===== config.mk =====
export PLATFORM = sky130hd
export DESIGN_NAME = positional_list_insert_delete_top_flat
export DESIGN_NICKNAME = d
export VERILOG_FILES = /design/src/rtl/core/pli_pkg.sv /design/src/rtl/core/pli_stream_if.sv /design/src/rtl/core/positional_list_insert_delete_top.sv /design/src/rtl/core/pli_datapath.sv /design/src/rtl/core/pli_ctrl.sv /design/src/flat_wrapper.sv
export SDC_FILE = /design/constraint.sdc
export NUM_CORES = 2
export LEC_CHECK = 0
export BUFFER_PORTS_ARGS = -buffer_cell sky130_fd_sc_hd__buf_2
export CAP_MARGIN = 5
export CORE_MARGIN = 5
export CORE_UTILIZATION = 60
export CTS_BUF_LIST = sky130_fd_sc_hd__clkbuf_16
export DETAILED_ROUTE_END_ITERATION = 8
export PLACE_DENSITY = 0.77
export RECOVER_POWER = 50
export SLEW_MARGIN = 20
export SYNTH_ARGS = -nofsm -noshare
export SYNTH_HDL_FRONTEND = slang
export SYNTH_HIERARCHICAL = 1
export SYNTH_SLANG_ARGS = --single-unit

===== constraint.sdc =====
create_clock -name i_clk -period 24.5 [get_ports i_clk]
set_clock_uncertainty 0.15 [all_clocks]
set_input_delay 0 -clock i_clk [delete_from_list [all_inputs] [get_ports i_clk]]
set_output_delay 0 -clock i_clk [all_outputs]
set_load 0.01 [all_outputs]

===== src/rtl/core/pli_pkg.sv =====
// Package for the positional list block: field widths, command and status
// codes, datapath operation type and command struct.
// No dependencies.
package pli_pkg;

    localparam int CMD_W         = 2;
    localparam int POS_W         = 5;
    localparam int VAL_W         = 32;
    localparam int STAT_W        = 2;
    localparam int CNT_OUT_W     = 5;
    localparam int LIST_DEPTH_DEF = 16;

    localparam logic [CMD_W-1:0] CMD_INSERT  = 2'd0;
    localparam logic [CMD_W-1:0] CMD_DELETE  = 2'd1;
    localparam logic [CMD_W-1:0] CMD_DISPLAY = 2'd2;

    localparam logic [STAT_W-1:0] ST_OK     = 2'd0;
    localparam logic [STAT_W-1:0] ST_BADPOS = 2'd1;
    localparam logic [STAT_W-1:0] ST_FULL   = 2'd2;

    typedef enum logic [1:0] {
        DP_NOP,
        DP_INSERT,
        DP_DELETE,
        DP_ROTATE
    } t_dp_op;

    typedef struct packed {
        t_dp_op                   op;
        logic [POS_W-1:0]         pos;
        logic signed [VAL_W-1:0]  value;
    } t_dp_cmd;

endpackage


===== src/rtl/core/pli_stream_if.sv =====
// Valid/ready stream interfaces for the positional list block:
// command channel and result channel. Depends on pli_pkg.
interface pli_in_if;
    import pli_pkg::*;

    logic                    valid;
    logic                    ready;
    logic [CMD_W-1:0]        command;
    logic [POS_W-1:0]        position;
    logic signed [VAL_W-1:0] value;

    modport source (output valid, output command, output position, output value,
                    input ready);
    modport sink   (input valid, input command, input position, input value,
                    output ready);
endinterface

interface pli_out_if;
    import pli_pkg::*;

    logic                    valid;
    logic                    ready;
    logic [STAT_W-1:0]       status;
    logic [CNT_OUT_W-1:0]    entry_count;
    logic signed [VAL_W-1:0] element;
    logic                    element_valid;
    logic                    last;

    modport source (output valid, output status, output entry_count, output element,
                    output element_valid, output last, input ready);
    modport sink   (input valid, input status, input entry_count, input element,
                    input element_valid, input last, output ready);
endinterface


===== src/rtl/core/positional_list_insert_delete_top.sv =====
// Positional list top: a bounded ordered list with insert, delete and display.
// Insert/delete: result registered in the next cycle; one per cycle unless output stalls.
// Display: one result per entry, one per cycle from the head cell in the display state
// while the result slot is free, as the row rotates; an empty list gives one result.
// Next command transfer is taken once display ends and the result slot is free.
// Reset (synchronous, active low) empties the list; entry cells are not cleared.
module positional_list_insert_delete_top #(
    parameter int LIST_DEPTH = pli_pkg::LIST_DEPTH_DEF
) (
    input  logic      i_clk,
    input  logic      i_rst_n,
    pli_in_if.sink    i_in,
    pli_out_if.source o_out
);
    import pli_pkg::*;

    localparam int CNT_W = $clog2(LIST_DEPTH + 1);

    t_dp_cmd                 dp_cmd;
    logic [CNT_W-1:0]        dp_count;
    logic signed [VAL_W-1:0] dp_head;

    pli_ctrl #(
        .LIST_DEPTH (LIST_DEPTH)
    ) u_ctrl (
        .i_clk    (i_clk),
        .i_rst_n  (i_rst_n),
        .i_in     (i_in),
        .o_out    (o_out),
        .o_dp_cmd (dp_cmd),
        .i_count  (dp_count),
        .i_head   (dp_head)
    );

    pli_datapath #(
        .LIST_DEPTH (LIST_DEPTH)
    ) u_datapath (
        .i_clk   (i_clk),
        .i_rst_n (i_rst_n),
        .i_cmd   (dp_cmd),
        .o_count (dp_count),
        .o_head  (dp_head)
    );

endmodule


===== src/rtl/core/pli_datapath.sv =====
// Datapath of the positional list: a row of entry cells that shift in
// parallel for insert, delete and display rotation, plus the entry count.
// Depends on pli_pkg.
module pli_datapath #(
    parameter int LIST_DEPTH = pli_pkg::LIST_DEPTH_DEF,
    localparam int CNT_W     = $clog2(LIST_DEPTH + 1)
) (
    input  logic                            i_clk,
    input  logic                            i_rst_n,
    input  pli_pkg::t_dp_cmd                i_cmd,
    output logic [CNT_W-1:0]                o_count,
    output logic signed [pli_pkg::VAL_W-1:0] o_head
);
    import pli_pkg::*;

    localparam int CMP_W = (CNT_W >= POS_W) ? CNT_W + 1 : POS_W + 1;

    logic signed [VAL_W-1:0] r_cells [LIST_DEPTH];
    logic [CNT_W-1:0]        r_count;
    logic [CNT_W-1:0]        n_count;
    logic [CMP_W-1:0]        pos_x;
    logic [CMP_W-1:0]        cnt_x;

    assign pos_x = CMP_W'(i_cmd.pos);
    assign cnt_x = CMP_W'(r_count);

    for (genvar g = 0; g < LIST_DEPTH; g++) begin : g_cell
        localparam int PREV = (g == 0) ? 0 : g - 1;
        localparam int NEXT = (g == LIST_DEPTH - 1) ? g : g + 1;
        localparam logic [CMP_W-1:0] SLOT = CMP_W'(g + 1);

        logic signed [VAL_W-1:0] n_cell;

        always_comb begin
            n_cell = r_cells[g];
            case (i_cmd.op)
                DP_INSERT: begin
                    if (SLOT == pos_x) begin
                        n_cell = i_cmd.value;
                    end else if (SLOT > pos_x && SLOT <= cnt_x + CMP_W'(1)) begin
                        n_cell = r_cells[PREV];
                    end
                end
                DP_DELETE: begin
                    if (SLOT >= pos_x && SLOT < cnt_x) begin
                        n_cell = r_cells[NEXT];
                    end
                end
                DP_ROTATE: begin
                    if (SLOT < cnt_x) begin
                        n_cell = r_cells[NEXT];
                    end else if (SLOT == cnt_x) begin
                        n_cell = r_cells[0];
                    end
                end
                default: begin
                    n_cell = r_cells[g];
                end
            endcase
        end

        always_ff @(posedge i_clk) begin
            r_cells[g] <= n_cell;
        end
    end

    always_comb begin
        case (i_cmd.op)
            DP_INSERT: n_count = r_count + CNT_W'(1);
            DP_DELETE: n_count = r_count - CNT_W'(1);
            default:   n_count = r_count;
        endcase
    end

    always_ff @(posedge i_clk) begin
        if (!i_rst_n) begin
            r_count <= '0;
        end else begin
            r_count <= n_count;
        end
    end

    assign o_count = r_count;
    assign o_head  = r_cells[0];

    a_count_bound: assert property (@(posedge i_clk) disable iff (!i_rst_n)
        CMP_W'(r_count) <= CMP_W'(LIST_DEPTH))
        else $error("entry count above list depth");

    a_insert_inc: assert property (@(posedge i_clk) disable iff (!i_rst_n)
        i_cmd.op == DP_INSERT |=> r_count == $past(r_count) + CNT_W'(1))
        else $error("insert did not grow the list");

    a_delete_nonempty: assert property (@(posedge i_clk) disable iff (!i_rst_n)
        i_cmd.op == DP_DELETE |-> r_count != '0)
        else $error("delete issued on empty list");

endmodule


===== src/rtl/core/pli_ctrl.sv =====
// Controller of the positional list: command decode and position checks,
// display sequencing, and the result output register.
// Depends on pli_pkg and the stream interfaces.
module pli_ctrl #(
    parameter int LIST_DEPTH = pli_pkg::LIST_DEPTH_DEF,
    localparam int CNT_W     = $clog2(LIST_DEPTH + 1)
) (
    input  logic                             i_clk,
    input  logic                             i_rst_n,
    pli_in_if.sink                           i_in,
    pli_out_if.source                        o_out,
    output pli_pkg::t_dp_cmd                 o_dp_cmd,
    input  logic [CNT_W-1:0]                 i_count,
    input  logic signed [pli_pkg::VAL_W-1:0] i_head
);
    import pli_pkg::*;

    localparam int CMP_W = (CNT_W >= POS_W) ? CNT_W + 1 : POS_W + 1;

    typedef enum logic {
        S_IDLE,
        S_DISP
    } t_state;

    t_state                  r_state,  n_state;
    logic [CNT_W-1:0]        r_idx,    n_idx;
    logic                    r_valid,  n_valid;
    logic [STAT_W-1:0]       r_status, n_status;
    logic [CNT_OUT_W-1:0]    r_cnt,    n_cnt;
    logic signed [VAL_W-1:0] r_elem,   n_elem;
    logic                    r_evld,   n_evld;
    logic                    r_last,   n_last;

    logic             out_free;
    logic             in_take;
    logic             full;
    logic             ins_ok;
    logic             del_ok;
    logic [CMP_W-1:0] pos_x;
    logic [CMP_W-1:0] cnt_x;
    logic             disp_last;

    assign out_free  = !r_valid || o_out.ready;
    assign i_in.ready = (r_state == S_IDLE) && out_free;
    assign in_take   = i_in.valid && i_in.ready;

    assign pos_x  = CMP_W'(i_in.position);
    assign cnt_x  = CMP_W'(i_count);
    assign full   = (cnt_x == CMP_W'(LIST_DEPTH));
    assign ins_ok = !full && pos_x != '0 && pos_x <= cnt_x + CMP_W'(1);
    assign del_ok = pos_x != '0 && pos_x <= cnt_x;
    assign disp_last = (r_idx == i_count - CNT_W'(1));

    always_comb begin
        o_dp_cmd.op    = DP_NOP;
        o_dp_cmd.pos   = i_in.position;
        o_dp_cmd.value = i_in.value;
        n_state  = r_state;
        n_idx    = r_idx;
        n_valid  = r_valid && !o_out.ready;
        n_status = r_status;
        n_cnt    = r_cnt;
        n_elem   = r_elem;
        n_evld   = r_evld;
        n_last   = r_last;
        case (r_state)
            S_IDLE: begin
                if (in_take) begin
                    n_elem = '0;
                    n_evld = 1'b0;
                    n_last = 1'b1;
                    n_cnt  = CNT_OUT_W'(i_count);
                    case (i_in.command)
                        CMD_INSERT: begin
                            n_valid = 1'b1;
                            if (full) begin
                                n_status = ST_FULL;
                            end else if (!ins_ok) begin
                                n_status = ST_BADPOS;
                            end else begin
                                n_status    = ST_OK;
                                n_cnt       = CNT_OUT_W'(i_count + CNT_W'(1));
                                o_dp_cmd.op = DP_INSERT;
                            end
                        end
                        CMD_DELETE: begin
                            n_valid = 1'b1;
                            if (!del_ok) begin
                                n_status = ST_BADPOS;
                            end else begin
                                n_status    = ST_OK;
                                n_cnt       = CNT_OUT_W'(i_count - CNT_W'(1));
                                o_dp_cmd.op = DP_DELETE;
                            end
                        end
                        CMD_DISPLAY: begin
                            n_status = ST_OK;
                            if (i_count == '0) begin
                                n_valid = 1'b1;
                            end else begin
                                n_idx   = '0;
                                n_state = S_DISP;
                            end
                        end
                        default: begin
                            n_valid = r_valid && !o_out.ready;
                        end
                    endcase
                end
            end
            S_DISP: begin
                if (out_free) begin
                    // head goes out, the row rotates so the next entry moves up
                    n_valid     = 1'b1;
                    n_status    = ST_OK;
                    n_cnt       = CNT_OUT_W'(i_count);
                    n_elem      = i_head;
                    n_evld      = 1'b1;
                    n_last      = disp_last;
                    n_idx       = r_idx + CNT_W'(1);
                    o_dp_cmd.op = DP_ROTATE;
                    if (disp_last) begin
                        n_state = S_IDLE;
                    end
                end
            end
            default: begin
                n_state = S_IDLE;
            end
        endcase
    end

    always_ff @(posedge i_clk) begin
        if (!i_rst_n) begin
            r_state <= S_IDLE;
            r_valid <= 1'b0;
            r_idx   <= '0;
        end else begin
            r_state <= n_state;
            r_valid <= n_valid;
            r_idx   <= n_idx;
        end
        r_status <= n_status;
        r_cnt    <= n_cnt;
        r_elem   <= n_elem;
        r_evld   <= n_evld;
        r_last   <= n_last;
    end

    assign o_out.valid         = r_valid;
    assign o_out.status        = r_status;
    assign o_out.entry_count   = r_cnt;
    assign o_out.element       = r_elem;
    assign o_out.element_valid = r_evld;
    assign o_out.last          = r_last;

    a_disp_blocks_input: assert property (@(posedge i_clk) disable iff (!i_rst_n)
        r_state == S_DISP |-> !i_in.ready)
        else $error("input taken during display");

    a_op_needs_slot: assert property (@(posedge i_clk) disable iff (!i_rst_n)
        o_dp_cmd.op != DP_NOP |-> out_free)
        else $error("list changed while result slot busy");

    a_disp_idx_bound: assert property (@(posedge i_clk) disable iff (!i_rst_n)
        r_state == S_DISP |-> r_idx < i_count)
        else $error("display index past entry count");

endmodule


===== src/flat_wrapper.sv =====
// flat-port wrapper written by rule: the top's interface ports become plain ports
module positional_list_insert_delete_top_flat import pli_pkg::*;
#(
    parameter int LIST_DEPTH = pli_pkg::LIST_DEPTH_DEF
)
  (i_clk, i_rst_n, i_in_valid, i_in_command, i_in_position, i_in_value, i_in_ready, o_out_valid, o_out_status, o_out_entry_count, o_out_element, o_out_element_valid, o_out_last, o_out_ready);
  pli_in_if i_in_i ();
  pli_out_if o_out_i ();
  input  logic i_clk;
  input  logic i_rst_n;
  input wire logic [$bits(i_in_i.valid)-1:0] i_in_valid;
  input wire logic [$bits(i_in_i.command)-1:0] i_in_command;
  input wire logic [$bits(i_in_i.position)-1:0] i_in_position;
  input wire logic [$bits(i_in_i.value)-1:0] i_in_value;
  output wire logic [$bits(i_in_i.ready)-1:0] i_in_ready;
  output wire logic [$bits(o_out_i.valid)-1:0] o_out_valid;
  output wire logic [$bits(o_out_i.status)-1:0] o_out_status;
  output wire logic [$bits(o_out_i.entry_count)-1:0] o_out_entry_count;
  output wire logic [$bits(o_out_i.element)-1:0] o_out_element;
  output wire logic [$bits(o_out_i.element_valid)-1:0] o_out_element_valid;
  output wire logic [$bits(o_out_i.last)-1:0] o_out_last;
  input wire logic [$bits(o_out_i.ready)-1:0] o_out_ready;
  assign i_in_i.valid = i_in_valid;
  assign i_in_i.command = i_in_command;
  assign i_in_i.position = i_in_position;
  assign i_in_i.value = i_in_value;
  assign i_in_ready = i_in_i.ready;
  assign o_out_valid = o_out_i.valid;
  assign o_out_status = o_out_i.status;
  assign o_out_entry_count = o_out_i.entry_count;
  assign o_out_element = o_out_i.element;
  assign o_out_element_valid = o_out_i.element_valid;
  assign o_out_last = o_out_i.last;
  assign o_out_i.ready = o_out_ready;
  positional_list_insert_delete_top #(.LIST_DEPTH(LIST_DEPTH)) u_core (.i_clk(i_clk), .i_rst_n(i_rst_n), .i_in(i_in_i), .o_out(o_out_i));
endmodule

==> out/results.txt <==
GR Util All Layers - 37.4%
core area - 60000 µm²
Tot Pwr - 2.58 mW
critical path capture point type - register
grt ovf - 0
final net count - 3218
pin count of the biggest net entering global routing - 187
Cell Pwr Density - 67.2 nW/µm²
Final HPWL DP - 68.7 mm
status - finished with violations
critical path's largest stage delay - 6.81 ns
Post-Synthesis Mean Instance Area - 10.9 µm²
drt pass-1 iters - 9
final worst path period share - 65.1%
Final Hold Fails - 0
DP Cell Count - 3824
crit-path cells - clkbuf_1 > o21ai_0 > nor2_1 > ha_1 > clkbuf_1 > o21ai_0 > o211ai_1 > a21oi_1 > buf_4
CTS HTree Levels - 2
wire length per cell - 32.7 µm
Non-Filler Instances - 3980
ratio of cells with drive above 1 in the final layout - 8.39%
EDFF count, synth - 553
clock latency reported for the late side of the worst-skew pair - 0.65 ns
vias per cell - 7.73
synth warn - 6
Post-synth ARST share - 0%
initial antenna violation count - 8
Max Freq - 0.0627 GHz
metal2 WL - 55.6 mm
Setup TNS Final - 0 ns
DRT Wirelength - 130 mm
Worst setup SP type - register
Slowest cell on crit path - clkbuf_1
pre-CTS setup slack - 16.85 ns
first-pass GRT wire length - 189 mm
PnR worst setup slack - 8.55 ns
Hold WC Path Type - input pin to register
Synth area leaders - edfxtp_1 46%, mux2i_1 19%, o221ai_1 7.5%, nand2_1 4.8%, a221o_1 2.6%
number of global-route vias before repair - 29.4k
max-slew violation count - 968
unrepaired setup endpoints after global routing - false
clock root buffer - clkbuf_16
DR iter-0 viols - 5557
full die area - 65400 µm²
violated checks - design-rule violations, max-capacitance violations, max-slew violations
CTS tree - built
CTS max path bufs - 3
Rows - 90
# DRC - 9
num ports - 86
Post-Syn Instances - 3311
leakage dissipation - 15.3 nW
Seq/Total Area, Yosys - 46.5%
dominant cell type by area after synthesis - edfxtp_1
max layer used - met5
gpl congestion - 0.903
routed length on met3 - 19.6 mm
synth-to-layout area growth - 5.88%
synthesized area - 36200 µm²
Worst Setup Path Type - register to register
Post-Syn Nets - 3381
IO Port Bufs - 85
Setup violations, final - 0
Reg clk slew, reported paths - 0.06 ns
chip width - 256 µm
CP Data Required Time - 24.64 ns
via count - 30.8k
Yosys top cell area share - 45.9%
met1 WL - 44.3 mm
Primary FF master, synth - edfxtp_1
Initial Utilization - 60.3%
worst vdd rail ir drop - 0.0624 mV
relative slew slack - -538%
total setup buffers inserted after CTS - 0
post-layout minimum cycle time - 15.95 ns
FF+latch count, synth - 565
CTS Buf Count - 61
Antenna Nets Post-Route - 0
count of different cell masters after synthesis - 90
Worst Tran Pin Value - 9.57 ns
crit path DAT - 16.09 ns
die height - 256 µm
CTS sink cnt - 565
Max Cap Violations - 22
critical path fanouts, max - 186
## layout make-up
class | instances | area, µm²
Fill cell | 4536 | 21700
Multi-Input combinational cell | 2291 | 17200
Sequential cell | 565 | 16900
Clock buffer | 62 | 1550
Timing Repair Buffer | 206 | 1340
Tap cell | 782 | 978
Clock inverter | 46 | 342
Inverter | 23 | 87.6
Antenna cell | 5 | 12.5
## placed cells by master, fill, tap and decap left out, types with 6 or more instances in the layout
cell type,count
a21oi_1,107
and2_0,31
nor2_4,6
xnor2_1,16
ha_1,27
clkinv_1,9
buf_2,42
clkbuf_1,61
a22oi_1,49
buf_4,61
a21o_1,8
a221o_1,94
o221ai_1,309
and2_1,24
inv_1,30
o21ai_1,29
nand3b_1,6
dlygate4sd3_1,41
nand4_1,6
nand3_1,88
edfxtp_1,553
nor2_1,25
clkbuf_16,62
a31oi_1,15
nand2_1,459
mux2_2,10
clkinv_2,17
dfxtp_1,8
mux2i_1,697
nor3_1,9
o21ai_0,148
nand2_2,9
xor2_1,6
## critical path, delay by kind of cell (launching register included)
kind            cells  cell delay [ns]
flops               1             0.31
buf+inv             3             9.66
fa+ha+maj           1             2.26
simple gates        1             0.46
compound gates      4             2.45
## power breakdown
part	switching, mW	internal [mW]
combinational	0.275	0.144
clock	0.403	0.498
sequential	0.0716	1.19
## final timing paths
check	startpoint	to	slack (ns)	cells after the start
max reg2reg	u_core/u_ctrl/r_state$_SDFF_PN0_	u_core/u_datapath/r_cells[1][90]$_DFFE_PP_	8.55	9
min	i_rst_n	u_core/u_datapath/o_count[4]$_SDFFE_PN0N_	0.09	3
min reg2reg	u_core/u_ctrl/r_idx[4]$_SDFFE_PN0P_	u_core/u_ctrl/r_idx[4]$_SDFFE_PN0P_	0.40	2
max	u_core/u_ctrl/r_state$_SDFF_PN0_	u_core/u_datapath/r_cells[1][90]$_DFFE_PP_	8.55	9
## sequential cells by signal, indices dropped and copies added (netlist names)
signal	flops
u_core/u_ctrl/o_out.element	32
u_core/u_ctrl/o_out.element_valid	1
u_core/u_ctrl/o_out.entry_count	5
u_core/u_ctrl/o_out.last	1
u_core/u_ctrl/o_out.status	2
u_core/u_ctrl/o_out.valid	1
u_core/u_ctrl/r_idx	5
u_core/u_ctrl/r_state	1
u_core/u_datapath/o_count	5
u_core/u_datapath/r_cells	512
## cell usage after synthesis, drive strengths merged, types with 49 or more instances
cell / count
nand3: 91
mux2i: 697
nand2: 469
edfxtp: 553
o221ai: 309
o21ai: 179
buf: 228
a22oi: 49
a221o: 94
a21oi: 110
clkbuf: 204
and2: 56
## logic make-up after synthesis
| family | Yosys count | synth area share [%] |
|---|---|---|
| AO/OA/AOI/OAI | 813 | 16.8 |
| AND/OR/NAND/NOR | 720 | 9.06 |
| multiplexers | 709 | 19.6 |
| flip-flops | 565 | 46.5 |
| buffers and inverters | 455 | 6.47 |
| adder cells (fa/ha/maj) | 27 | 0.933 |
| XOR/XNOR | 22 | 0.532 |
## what timing repair did
action | in CTS | in global routing
resized for setup | 0 | 0
hold buffers | 41 | 0
hold endpoints to repair | 528 | 0
## layer usage
layer | GRT usage [%] | up-vias
li1 | - | 12500
met1 | 48.5 | 14700
met2 | 55.1 | 2888
met3 | 10.7 | 683
met4 | 24.5 | 2
met5 | 0 | -
## through the flow
stage	utilization [%]	instance area (µm²)	hold WS (ns)
after floorplan	-	36200	-0.0283
final	63.9	38300	0.0887
after detailed placement	60.5	36300	0.184
after global placement	60.5	36300	0.183
after CTS	64.4	38600	0.0587
after global routing	63.9	38300	0.117
Power figures use the tool's default switching activity.
